$ cat src/hdl/swl_pkg.sv
package swl_pkg;

   localparam int NUM_COLUMNS_DEF = 32;
   localparam int COL_W           = 5;
   localparam int ROW_W           = 8;
   localparam int PHASE_W         = 5;
   localparam int WAVE_W          = 4;
   localparam int WAVE_DEPTH      = 32;

   localparam logic [ROW_W-1:0] ROW_LIMIT  = 8'd192;
   localparam logic [ROW_W-1:0] ROW_NONE   = 8'hFF;
   localparam logic [ROW_W-1:0] BASE_MIN   = 8'd6;
   localparam logic [ROW_W-1:0] BASE_MAX   = 8'd198;
   localparam logic [ROW_W-1:0] CULL_OFS   = 8'd7;
   localparam logic [ROW_W-1:0] CLAMP_OFS  = 8'd6;
   localparam logic [ROW_W-1:0] CLAMP_MASK = 8'h07;

   localparam logic signed [WAVE_W-1:0] WAVE_TAB [WAVE_DEPTH] = '{
       4'sd0,  4'sd1,  4'sd2,  4'sd3,  4'sd4,  4'sd5,  4'sd5,  4'sd6,
       4'sd6,  4'sd6,  4'sd5,  4'sd5,  4'sd4,  4'sd3,  4'sd2,  4'sd1,
       4'sd0, -4'sd1, -4'sd2, -4'sd3, -4'sd4, -4'sd5, -4'sd5, -4'sd6,
      -4'sd6, -4'sd6, -4'sd5, -4'sd5, -4'sd4, -4'sd3, -4'sd2, -4'sd1
   };

   typedef struct packed {
      logic             func;
      logic [ROW_W-1:0] base_row;
   } req_type;

   typedef struct packed {
      logic             op_valid;
      logic [COL_W-1:0] column;
      logic [ROW_W-1:0] row;
      logic             last;
      logic             visible;
      logic [ROW_W-1:0] cull_row;
      logic [ROW_W-1:0] clamp_row;
   } rsp_type;

   typedef struct packed {
      logic             push;
      logic             finish;
      logic [COL_W-1:0] column;
      logic [ROW_W-1:0] row;
      logic             visible;
      logic [ROW_W-1:0] cull_row;
      logic [ROW_W-1:0] clamp_row;
   } emit_type;

   function automatic logic signed [WAVE_W-1:0] wave_offset(input logic [PHASE_W-1:0] idx);
      return WAVE_TAB[idx];
   endfunction

endpackage

$ cat src/hdl/sine_wave_line_xor_renderer.sv
// Results: the first result is valid in the cycle after the step that emits the item's second XOR,
//   or after its finish step; a result stall holds the sequencer until the output can take the item.
// Sequencing: an update runs one erase step and one draw step per column, then finish and idle;
//   an erase runs one erase step per column, then finish and idle; new requests stall until idle.
// Reset: synchronous; clears phase, base row, shown flag, sequencer, output stage and the
//   per-column valid bits, so every stored row reads as none right after reset.
module sine_wave_line_xor_renderer #(
   parameter int NUM_COLUMNS = swl_pkg::NUM_COLUMNS_DEF
) (
   input  logic             clock,
   input  logic             reset,
   input  logic             req_valid,
   output logic             req_stall,
   input  swl_pkg::req_type req_data,
   output logic             rsp_valid,
   input  logic             rsp_stall,
   output swl_pkg::rsp_type rsp_data
);
   import swl_pkg::*;

   localparam int ADDR_W = (NUM_COLUMNS > 1) ? $clog2(NUM_COLUMNS) : 1;
   localparam logic [ADDR_W-1:0] LAST_COL = ADDR_W'(NUM_COLUMNS - 1);

   localparam logic [1:0] S_IDLE  = 2'd0;
   localparam logic [1:0] S_ERASE = 2'd1;
   localparam logic [1:0] S_DRAW  = 2'd2;
   localparam logic [1:0] S_FIN   = 2'd3;

   logic [1:0]         state_ff, state_in;
   logic [ADDR_W-1:0]  col_ff, col_in;
   logic [PHASE_W-1:0] phase_ff, phase_in;
   logic [ROW_W-1:0]   base_reg_ff, base_reg_in;
   logic               shown_ff, shown_in;
   logic               wipe_ff, wipe_in;

   logic               req_go;
   logic               base_bad;
   logic               rd_en;
   logic [ADDR_W-1:0]  rd_addr;
   logic [ROW_W-1:0]   prev_row;
   logic               wr_en;
   logic [ROW_W-1:0]   wr_data;
   logic               erase_hit;
   logic [PHASE_W-1:0] wave_idx;
   logic signed [WAVE_W-1:0] wave;
   logic signed [9:0]  new_row;
   logic               draw_hit;
   logic [ROW_W-1:0]   cull;
   logic [ROW_W-1:0]   clamp;
   emit_type           emit;
   logic               emit_rdy;
   logic               step;

   assign req_stall = (state_ff != S_IDLE);
   assign req_go    = req_valid && !req_stall;
   assign base_bad  = (req_data.base_row > BASE_MAX) || (req_data.base_row < BASE_MIN);

   assign erase_hit = prev_row < ROW_LIMIT;
   assign wave_idx  = PHASE_W'(col_ff) + phase_ff;
   assign wave      = wave_offset(wave_idx);
   assign new_row   = $signed({2'b00, base_reg_ff}) + $signed({{(10-WAVE_W){wave[WAVE_W-1]}}, wave});
   assign draw_hit  = !new_row[9] && (new_row[8:0] < {1'b0, ROW_LIMIT});

   assign cull  = (shown_ff && (base_reg_ff >= CULL_OFS)) ? (base_reg_ff - CULL_OFS) : '0;
   assign clamp = shown_ff ? (((base_reg_ff + CLAMP_OFS) | CLAMP_MASK) + 8'd1) : '0;

   always_comb begin
      emit           = '0;
      emit.column    = COL_W'(col_ff);
      emit.visible   = shown_ff;
      emit.cull_row  = cull;
      emit.clamp_row = clamp;
      unique case (state_ff)
         S_ERASE: begin
            emit.push = erase_hit;
            emit.row  = prev_row;
         end
         S_DRAW: begin
            emit.push = draw_hit;
            emit.row  = new_row[ROW_W-1:0];
         end
         S_FIN: begin
            emit.finish = 1'b1;
         end
         default: begin
         end
      endcase
   end

   assign step = !(emit.push || emit.finish) || emit_rdy;

   always_comb begin
      state_in    = state_ff;
      col_in      = col_ff;
      phase_in    = phase_ff;
      base_reg_in = base_reg_ff;
      shown_in    = shown_ff;
      wipe_in     = wipe_ff;
      rd_en       = 1'b0;
      rd_addr     = col_ff + ADDR_W'(1);
      wr_en       = 1'b0;
      wr_data     = ROW_NONE;
      unique case (state_ff)
         S_IDLE: begin
            if (req_go) begin
               rd_en    = 1'b1;
               rd_addr  = '0;
               col_in   = '0;
               state_in = S_ERASE;
               if (req_data.func) begin
                  wipe_in = 1'b1;
               end else begin
                  base_reg_in = req_data.base_row;
                  wipe_in     = base_bad;
                  shown_in    = !base_bad;
               end
            end
         end
         S_ERASE: begin
            if (step) begin
               if (wipe_ff) begin
                  wr_en = 1'b1;
                  if (col_ff == LAST_COL) begin
                     state_in = S_FIN;
                  end else begin
                     rd_en    = 1'b1;
                     col_in   = col_ff + ADDR_W'(1);
                  end
               end else begin
                  state_in = S_DRAW;
               end
            end
         end
         S_DRAW: begin
            if (step) begin
               wr_en   = 1'b1;
               wr_data = draw_hit ? new_row[ROW_W-1:0] : ROW_NONE;
               if (col_ff == LAST_COL) begin
                  state_in = S_FIN;
               end else begin
                  rd_en    = 1'b1;
                  col_in   = col_ff + ADDR_W'(1);
                  state_in = S_ERASE;
               end
            end
         end
         S_FIN: begin
            if (step) begin
               if (!wipe_ff) begin
                  phase_in = phase_ff + PHASE_W'(1);
               end
               state_in = S_IDLE;
            end
         end
         default: begin
            state_in = S_IDLE;
         end
      endcase
   end

   always_ff @(posedge clock) begin
      if (reset) begin
         state_ff    <= S_IDLE;
         col_ff      <= '0;
         phase_ff    <= '0;
         base_reg_ff <= '0;
         shown_ff    <= 1'b0;
         wipe_ff     <= 1'b0;
      end else begin
         state_ff    <= state_in;
         col_ff      <= col_in;
         phase_ff    <= phase_in;
         base_reg_ff <= base_reg_in;
         shown_ff    <= shown_in;
         wipe_ff     <= wipe_in;
      end
   end

   swl_row_mem #(
      .NUM_COLUMNS (NUM_COLUMNS),
      .ADDR_W      (ADDR_W)
   ) u_row_mem (
      .clock   (clock),
      .reset   (reset),
      .rd_en   (rd_en),
      .rd_addr (rd_addr),
      .rd_data (prev_row),
      .wr_en   (wr_en),
      .wr_addr (col_ff),
      .wr_data (wr_data)
   );

   swl_emit u_emit (
      .clock     (clock),
      .reset     (reset),
      .emit      (emit),
      .emit_rdy  (emit_rdy),
      .rsp_valid (rsp_valid),
      .rsp_stall (rsp_stall),
      .rsp_data  (rsp_data)
   );

   a_draw_not_wipe: assert property (@(posedge clock) disable iff (reset)
      (state_ff == S_DRAW) |-> !wipe_ff)
      else $error("draw step during an erase item");

   a_row_stored: assert property (@(posedge clock) disable iff (reset)
      wr_en |-> ((wr_data < ROW_LIMIT) || (wr_data == ROW_NONE)))
      else $error("stored row out of screen range");

endmodule

$ cat src/hdl/swl_row_mem.sv
module swl_row_mem #(
   parameter int NUM_COLUMNS = swl_pkg::NUM_COLUMNS_DEF,
   parameter int ADDR_W      = 5
) (
   input  logic                     clock,
   input  logic                     reset,
   input  logic                     rd_en,
   input  logic [ADDR_W-1:0]        rd_addr,
   output logic [swl_pkg::ROW_W-1:0] rd_data,
   input  logic                     wr_en,
   input  logic [ADDR_W-1:0]        wr_addr,
   input  logic [swl_pkg::ROW_W-1:0] wr_data
);
   import swl_pkg::*;

   logic [ROW_W-1:0]       row_mem [NUM_COLUMNS];
   logic [NUM_COLUMNS-1:0] vld_ff;
   logic [NUM_COLUMNS-1:0] vld_in;
   logic [ROW_W-1:0]       rd_data_ff;
   logic                   rd_vld_ff;

   always_comb begin
      vld_in = vld_ff;
      if (wr_en) begin
         vld_in[wr_addr] = 1'b1;
      end
   end

   always_ff @(posedge clock) begin
      if (reset) begin
         vld_ff <= '0;
      end else begin
         vld_ff <= vld_in;
      end
   end

   always_ff @(posedge clock) begin
      if (wr_en) begin
         row_mem[wr_addr] <= wr_data;
      end
      if (rd_en) begin
         rd_data_ff <= row_mem[rd_addr];
         rd_vld_ff  <= vld_ff[rd_addr];
      end
   end

   assign rd_data = rd_vld_ff ? rd_data_ff : ROW_NONE;

endmodule

$ cat src/hdl/swl_emit.sv
module swl_emit (
   input  logic              clock,
   input  logic              reset,
   input  swl_pkg::emit_type emit,
   output logic              emit_rdy,
   output logic              rsp_valid,
   input  logic              rsp_stall,
   output swl_pkg::rsp_type  rsp_data
);
   import swl_pkg::*;

   logic             out_vld_ff, out_vld_in;
   rsp_type          out_ff, out_in;
   logic             pend_vld_ff, pend_vld_in;
   logic [COL_W-1:0] pend_col_ff, pend_col_in;
   logic [ROW_W-1:0] pend_row_ff, pend_row_in;
   logic             out_free;
   logic             go_push;
   logic             go_fin;

   assign out_free = !out_vld_ff || !rsp_stall;
   assign emit_rdy = out_free || (emit.push && !pend_vld_ff);
   assign go_push  = emit.push && emit_rdy;
   assign go_fin   = emit.finish && emit_rdy;

   always_comb begin
      out_vld_in  = out_vld_ff && rsp_stall;
      out_in      = out_ff;
      pend_vld_in = pend_vld_ff;
      pend_col_in = pend_col_ff;
      pend_row_in = pend_row_ff;
      if (go_push) begin
         if (pend_vld_ff) begin
            out_vld_in = 1'b1;
            out_in     = '{op_valid: 1'b1, column: pend_col_ff, row: pend_row_ff,
                           last: 1'b0, visible: emit.visible,
                           cull_row: emit.cull_row, clamp_row: emit.clamp_row};
         end
         pend_vld_in = 1'b1;
         pend_col_in = emit.column;
         pend_row_in = emit.row;
      end else if (go_fin) begin
         out_vld_in  = 1'b1;
         out_in      = '{op_valid: pend_vld_ff,
                         column: pend_vld_ff ? pend_col_ff : '0,
                         row: pend_vld_ff ? pend_row_ff : '0,
                         last: 1'b1, visible: emit.visible,
                         cull_row: emit.cull_row, clamp_row: emit.clamp_row};
         pend_vld_in = 1'b0;
      end
   end

   always_ff @(posedge clock) begin
      if (reset) begin
         out_vld_ff  <= 1'b0;
         pend_vld_ff <= 1'b0;
      end else begin
         out_vld_ff  <= out_vld_in;
         pend_vld_ff <= pend_vld_in;
      end
   end

   always_ff @(posedge clock) begin
      out_ff      <= out_in;
      pend_col_ff <= pend_col_in;
      pend_row_ff <= pend_row_in;
   end

   assign rsp_valid = out_vld_ff;
   assign rsp_data  = out_ff;

   a_fin_last: assert property (@(posedge clock) disable iff (reset)
      go_fin |=> (rsp_valid && rsp_data.last && !pend_vld_ff))
      else $error("finish did not present a last item");

   a_marker_last: assert property (@(posedge clock) disable iff (reset)
      (rsp_valid && !rsp_data.op_valid) |-> rsp_data.last)
      else $error("marker item without last");

endmodule
$ cat config.mk
export PLATFORM = sky130hd
export DESIGN_NAME = sine_wave_line_xor_renderer
export DESIGN_NICKNAME = d
export VERILOG_FILES = /design/src/hdl/swl_pkg.sv /design/src/hdl/sine_wave_line_xor_renderer.sv /design/src/hdl/swl_row_mem.sv /design/src/hdl/swl_emit.sv
export SDC_FILE = /design/constraint.sdc
export NUM_CORES = 1
export LEC_CHECK = 0
export BUFFER_PORTS_ARGS = -buffer_cell sky130_fd_sc_hd__clkbuf_2
export CORE_MARGIN = 5
export CORE_UTILIZATION = 35
export DETAILED_ROUTE_END_ITERATION = 7
export PLACE_DENSITY = 0.62
export SLEW_MARGIN = 30
export SYNTH_ARGS = -nofsm -noshare
export SYNTH_HDL_FRONTEND = slang
export SYNTH_HIERARCHICAL = 1
export SYNTH_SLANG_ARGS = --single-unit
$ cat constraint.sdc
create_clock -name clock -period 6.3 [get_ports clock]
set_input_delay 1.26 -clock clock [delete_from_list [all_inputs] [get_ports clock]]
set_output_delay 1.26 -clock clock [all_outputs]
set_load 0.1 [all_outputs]
Yosys cells after proc, flatten, opt, wreduce, memory -nomap -nowiden
Memory sizes are Yosys's and may differ from the RTL's. A register that Yosys moved wholly into a read port is not among the register bits.
Cells that the tools add are included.
Storage, ports and cells
  bits in registers: 102
  RAM bits: 256
  ROM bits: 128
  bits of input ports: 13
  output and inout port bits: 34
  logic and storage cells: 136
  memories: 2
Operators by class
  add/sub/neg operators: 7
  $lt $le $gt $ge: 9
  eq/ne operators: 11
  multiplexer cells: 54
  bitwise operators: 4
  reduce and logical (&&, ||, !) cells: 30
Memory list
  u_row_mem.row_mem: words 32, width 8, rd ports 1, clocked after Yosys merged registers in 1, write ports 1, line swl_row_mem.sv:16  | logic [ROW_W-1:0] row_mem [NUM_COLUMNS];
  (name not given): words 32, width 4, rd ports 1, clocked after Yosys merged registers in 0, write ports 0, line swl_pkg.sv:51  | return WAVE_TAB[idx];
Operator list (count)
  $mux 32: 3
  $mux 8: 7
  $mux 5: 8
  $or 32x32->32: 1
  $mux 1: 19
  $pmux 8 s2: 1
  $pmux 5 s3: 1
  $mux 2: 7
  $lt 5x6->1 const B: 2
  $add 5x1->5 const B: 2
  $add 9x4->10: 1
  $ne 2x2->1 const B: 5
  $reduce_and 5->1: 2
  $lt 9x8->1 const B: 1
  $add 8x1->8 const B: 1
  $add 8x3->8 const B: 1
  $ge 8x3->1 const B: 1
  $gt 8x8->1 const B: 1
  $logic_and 1x1->1: 8
  $lt 8x3->1 const B: 1
  $lt 8x8->1 const B: 1
  $mux 4: 2
  $pmux 2 s4: 1
  $sub 8x3->8 const B: 1
  21 further kinds: 37

Longest topological paths before layout
  word-level depth: 16
  mapped depth: 27
  depth with buffers taken out: 25

Cells and area by module
Netlist, hierarchy kept.
Modules (own cells, without submodules)
  swl_row_mem: times used 1, cells an instance 560, area each 11518.5 um2, sequential area each 8598.2 um2
  sine_wave_line_xor_renderer: times used 1, cells an instance 328, area each 2442.3 um2, sequential area each 440.4 um2
  swl_emit: times used 1, cells an instance 73, area each 1559.0 um2, sequential area each 1391.3 um2

Least setup slack after synthesis
No wires, ideal clock.
  path type: reg-to-reg
  from: register col_ff[2]
  to: memory u_row_mem.row_mem[0][0], enable pin
  library setup time: 370 ps
  arrival: 5772 ps
  required time: 5930 ps
  path slack: 158 ps
  stages on the path, launching flop included: 24
  path buffers: 3
  period minus slack after synthesis: 6142 ps
  path through: dfxtp_1 > ha_1 > a21oi_1 > xnor2_1 > clkbuf_1 > nor3_1 > o31ai_1 > inv_1 > fa_1 > nand2b_1 > a21oi_1 > nor4_1 > a311oi_1 > o221a_4 > o21a_1 > inv_1 > o21bai_1 > nor2_1 > o31a_1 > nor3b_1 > clkbuf_1 > or3b_2 > clkbuf_1 > nor2_1
RTL lines
  start: declaration: line sine_wave_line_xor_renderer.sv:30  | logic [ADDR_W-1:0] col_ff, col_in;
  start signal: assignment: line sine_wave_line_xor_renderer.sv:171  | col_ff <= col_in;
  end: declaration: line swl_row_mem.sv:16

==> results.txt <==
Setup repair after global routing left no endpoint under its margin. The number of sinks handled by clock tree synthesis is 366. In the final layout, the share of cells above drive strength 1 is 27.1%. In this run the core area contains 77 standard-cell rows. The clock latency on the worst-skew pair came out at 0.55 ns. The worst setup skew after layout came out at 0.0261 ns. The placer congestion estimate is 0.842. The total number of yosys warnings is 6. In this run, distinct cell masters in the synthesized netlist total 66.

In this run, synthesis produced a sequential element count of 366. The total negative slack came out at 0 ns. Summing all placed instances gives a cell area of 16800 um2.

The cell area that synthesis handed to floorplanning was 15500 um2. The count of pins over their slew limit is 0. The share of synthesized area occupied by flip-flops and latches came out at 67.2%. The maximum clock frequency came out at 0.167 GHz. The final worst-path cycle share is 94.9%. The mean instance size in the synthesized netlist came out at 16.1 um2. The total number of vias is 8589. The post-DP HPWL came out at 21000 um. Buffers inserted during clock tree synthesis total 40. The die is 221 um tall. TritonCTS built the clock tree.

Relative to the synthesized area, the layout overhead comes to 17.4%. For the worst setup path, the data arrival time is 6.21 ns. The tightest hold margin is 0.465 ns. The setup slack after layout came out at 0.320 ns. IR analysis of the VDD net gives a maximum drop of 0.185 mV. The number of DRC violations after detailed-routing iteration 0 came out at 736. The final critical-path required period is 5.98 ns. The clock root buffer is clkbuf_16. The worst slack at placement is -0.145 ns. In this run, post-CTS hold repair placed 0 buffers. For the pin with the worst max-slew slack, the measured transition is 0.961 ns. The number of antenna violations at the first check in global routing is 0. The hold violation count in the final report is 0. The number of flops mapped to enable cells by yosys came out at 310. In this run the static leakage power is 5.88 nW. The kind of end point of the critical path is a flop.

Summing all non-filler instances in the final layout gives an area of 18200 um2. The number of fillers in the final layout came out at 3893. The share of async-settable or async-resettable flops after synthesis is 0%.

The final antenna-violating net count is 0. The reported max-cap violation count came out at 0. The area of the die came out at 48700 um2. The wire length after detailed routing came out at 33100 um.

The worst setup path category is flop to flop. The run finished with clean final reports. The first global-routing pass estimated 51100 um of wire. The final net count is 1107. The worst setup path is launched from a flop. The cell area power density came out at 326 nW/um2. The initial standard-cell utilization of the core is 35.2%. Dividing the detail-routed wire length by the instance count gives 19.6 um. The number of instances in the synthesized netlist came out at 961. The deepest clock path buffer count came out at 3.

The worst max-slew margin expressed relative to the limit came out at 35.9%. Entering global routing, the biggest net connects 73 pins. For flop-to-flop paths, the worst setup slack is 0.32 ns. The number of placed I/O pins is 47. After detailed routing, the number of remaining DRC violations is 0. The final count of negative-setup-slack endpoints came out at 0. The number of global-route vias before repair is 8634. After detailed routing, the number of vias per cell comes to 5.08. The number of antenna diodes in the final layout is 0.

The utilization after layout is 41.4%. The horizontal die dimension came out at 221 um. The number of detailed-route iterations in the first pass came out at 5. STA puts the critical path data required time at 6.53 ns.

The count of buffers inserted at the top-level ports came out at 46. The H-tree was split into 2 levels. The maximum fanout along the worst path came out at 8. The worst hold-check path type is flop to flop. Global routing consumed, over all layers together, 13.6% of the routing resources. The final global-route overflow total is 0. The total core area is 44000 um2.

The clock slew at the register clock pins of the worst setup and hold paths came out at 0.06 ns. Among all flip-flop cells after synthesis, the most frequent one is edfxtp_1.
==> area by class of cell <==
class / instances / area, um2 / area share (%)
Sequential cell: 366 / 10400 / 57.2
Multi-Input combinational cell: 527 / 4950 / 27.1
Clock buffer: 51 / 1040 / 5.72
Timing Repair Buffer: 110 / 754 / 4.14
Tap cell: 592 / 741 / 4.07
Clock inverter: 22 / 223 / 1.22
Inverter: 22 / 82.6 / 0.453
==> critical path, cell delays in order (launching register included) <==
cell and delay (ns):
dfxtp_1 0.39, ha_1 0.19, inv_1 0.06, fa_1 0.48
nand2b_1 0.23, a21oi_4 0.19, xnor2_4 0.19, o211ai_1 0.16
o31ai_2 0.11, inv_1 0.10, fa_1 0.42, nand2b_1 0.21
a21oi_4 0.19, nor4_1 0.07, a311oi_1 0.26, buf_4 0.18
o221a_4 0.22, o21a_2 0.20, inv_1 0.09, o21bai_2 0.16
nor2_1 0.13, o31a_1 0.18, nor3b_2 0.26, or3b_2 0.50
buf_4 0.19, nor2_1 0.12, buf_4 0.19
==> registers in the layout (all words and copies together) (netlist names), 2 cells and up <==
signal,cells
u_emit/pend_row_ff,8
u_row_mem/row_mem,256
base_reg_ff,8
u_emit/rsp_data,32
state_ff,2
u_row_mem/rd_data_ff,8
u_row_mem/vld_ff,32
u_emit/pend_col_ff,5
col_ff,5
phase_ff,5
==> final timing paths <==
kind                   startpoint                       to  depth (start not counted)
max reg2reg           phase_ff[0]  u_row_mem/row_mem[0][5]                         26
min reg2reg  u_row_mem/vld_ff[28]     u_row_mem/vld_ff[28]                          2
min          u_row_mem/vld_ff[28]     u_row_mem/vld_ff[28]                          2
max                   phase_ff[0]  u_row_mem/row_mem[0][5]                         26
==> cells in the mapped netlist, drive strengths merged (10+ instances only) <==
cell type    n  share of area, %
o21ai       10              0.32
nor2b       20              0.81
nor2        98               2.4
inv         22              0.53
nand2       45               1.1
xnor2       17               1.0
edfxtp     310                60
dfxtp       56               7.2
a21oi       62               2.0
clkbuf      28              0.68
mux4        90                13
nand2b      21              0.85
ha          25               2.0
buf         20              0.77
==> cells by family (layout without fill, tap and decap cells) <==
| group | count (synthesis) | count (layout) | synth area share (%) |
|---|---|---|---|
| other | 1 | 3 | 0.0242 |
| muxes | 102 | 102 | 13.9 |
| and+or+nand+nor | 248 | 248 | 7.82 |
| xor gates and xnor gates | 26 | 26 | 1.56 |
| AOI/OAI and AO/OA | 120 | 120 | 5.14 |
| adders and majority gates | 28 | 28 | 2.34 |
| DFF | 366 | 366 | 67.2 |
| buffers and inverters | 70 | 205 | 1.98 |
==> per-layer routing <==
metal,share of wire (%),global-route usage (%),vias up
met5,0,0,-
met4,2.1,4.18,0
li1,-,-,3932
met2,47,21.3,291
met3,6.9,2.56,43
met1,44,19.5,4323
==> per-stage QoR <==
stage | total power [mW] | cells
4_1_cts | 6.00 | 1688
3_3_place_gp | 3.72 | 1613
6_report | 5.95 | 1690
2_1_floorplan | 3.48 | 963
5_1_grt | 6.18 | 1690
3_5_place_dp | 3.73 | 1613
==> power breakdown <==
group / total [mW] / switching, mW / internal, mW
sequential: 2.79 / 0.0320 / 2.76
clock: 2.25 / 0.945 / 1.31
combinational: 0.899 / 0.562 / 0.337
==> layout by cell type, fill, tap and decap left out, drive strengths merged, types with 4 or more instances in the layout <==
cell type and instances:
edfxtp 310, nor2 98, clkbuf 97, mux4 90, buf 64, a21oi 62, dfxtp 56, nand2 45
ha 25, inv 25, nand2b 21, nor2b 20, xnor2 17, clkinv 12, o21ai 10, nor3 9
mux2 9, xor2 9, and2 9, nand3b 8, nand3 8, o211ai 6, a211oi 6, and3 5
or3 5, and3b 5, nor3b 5, a22oi 4, clkinvlp 4
==> what timing repair did <==
| item | CTS | global route |
|---|---|---|
| endpoints found under the setup margin | 180 | 288 |
| pin swaps | 1 | 1 |
| resized for setup | 3 | 16 |
| setup buffers | 2 | 0 |
(Power assumes the default switching activity.)
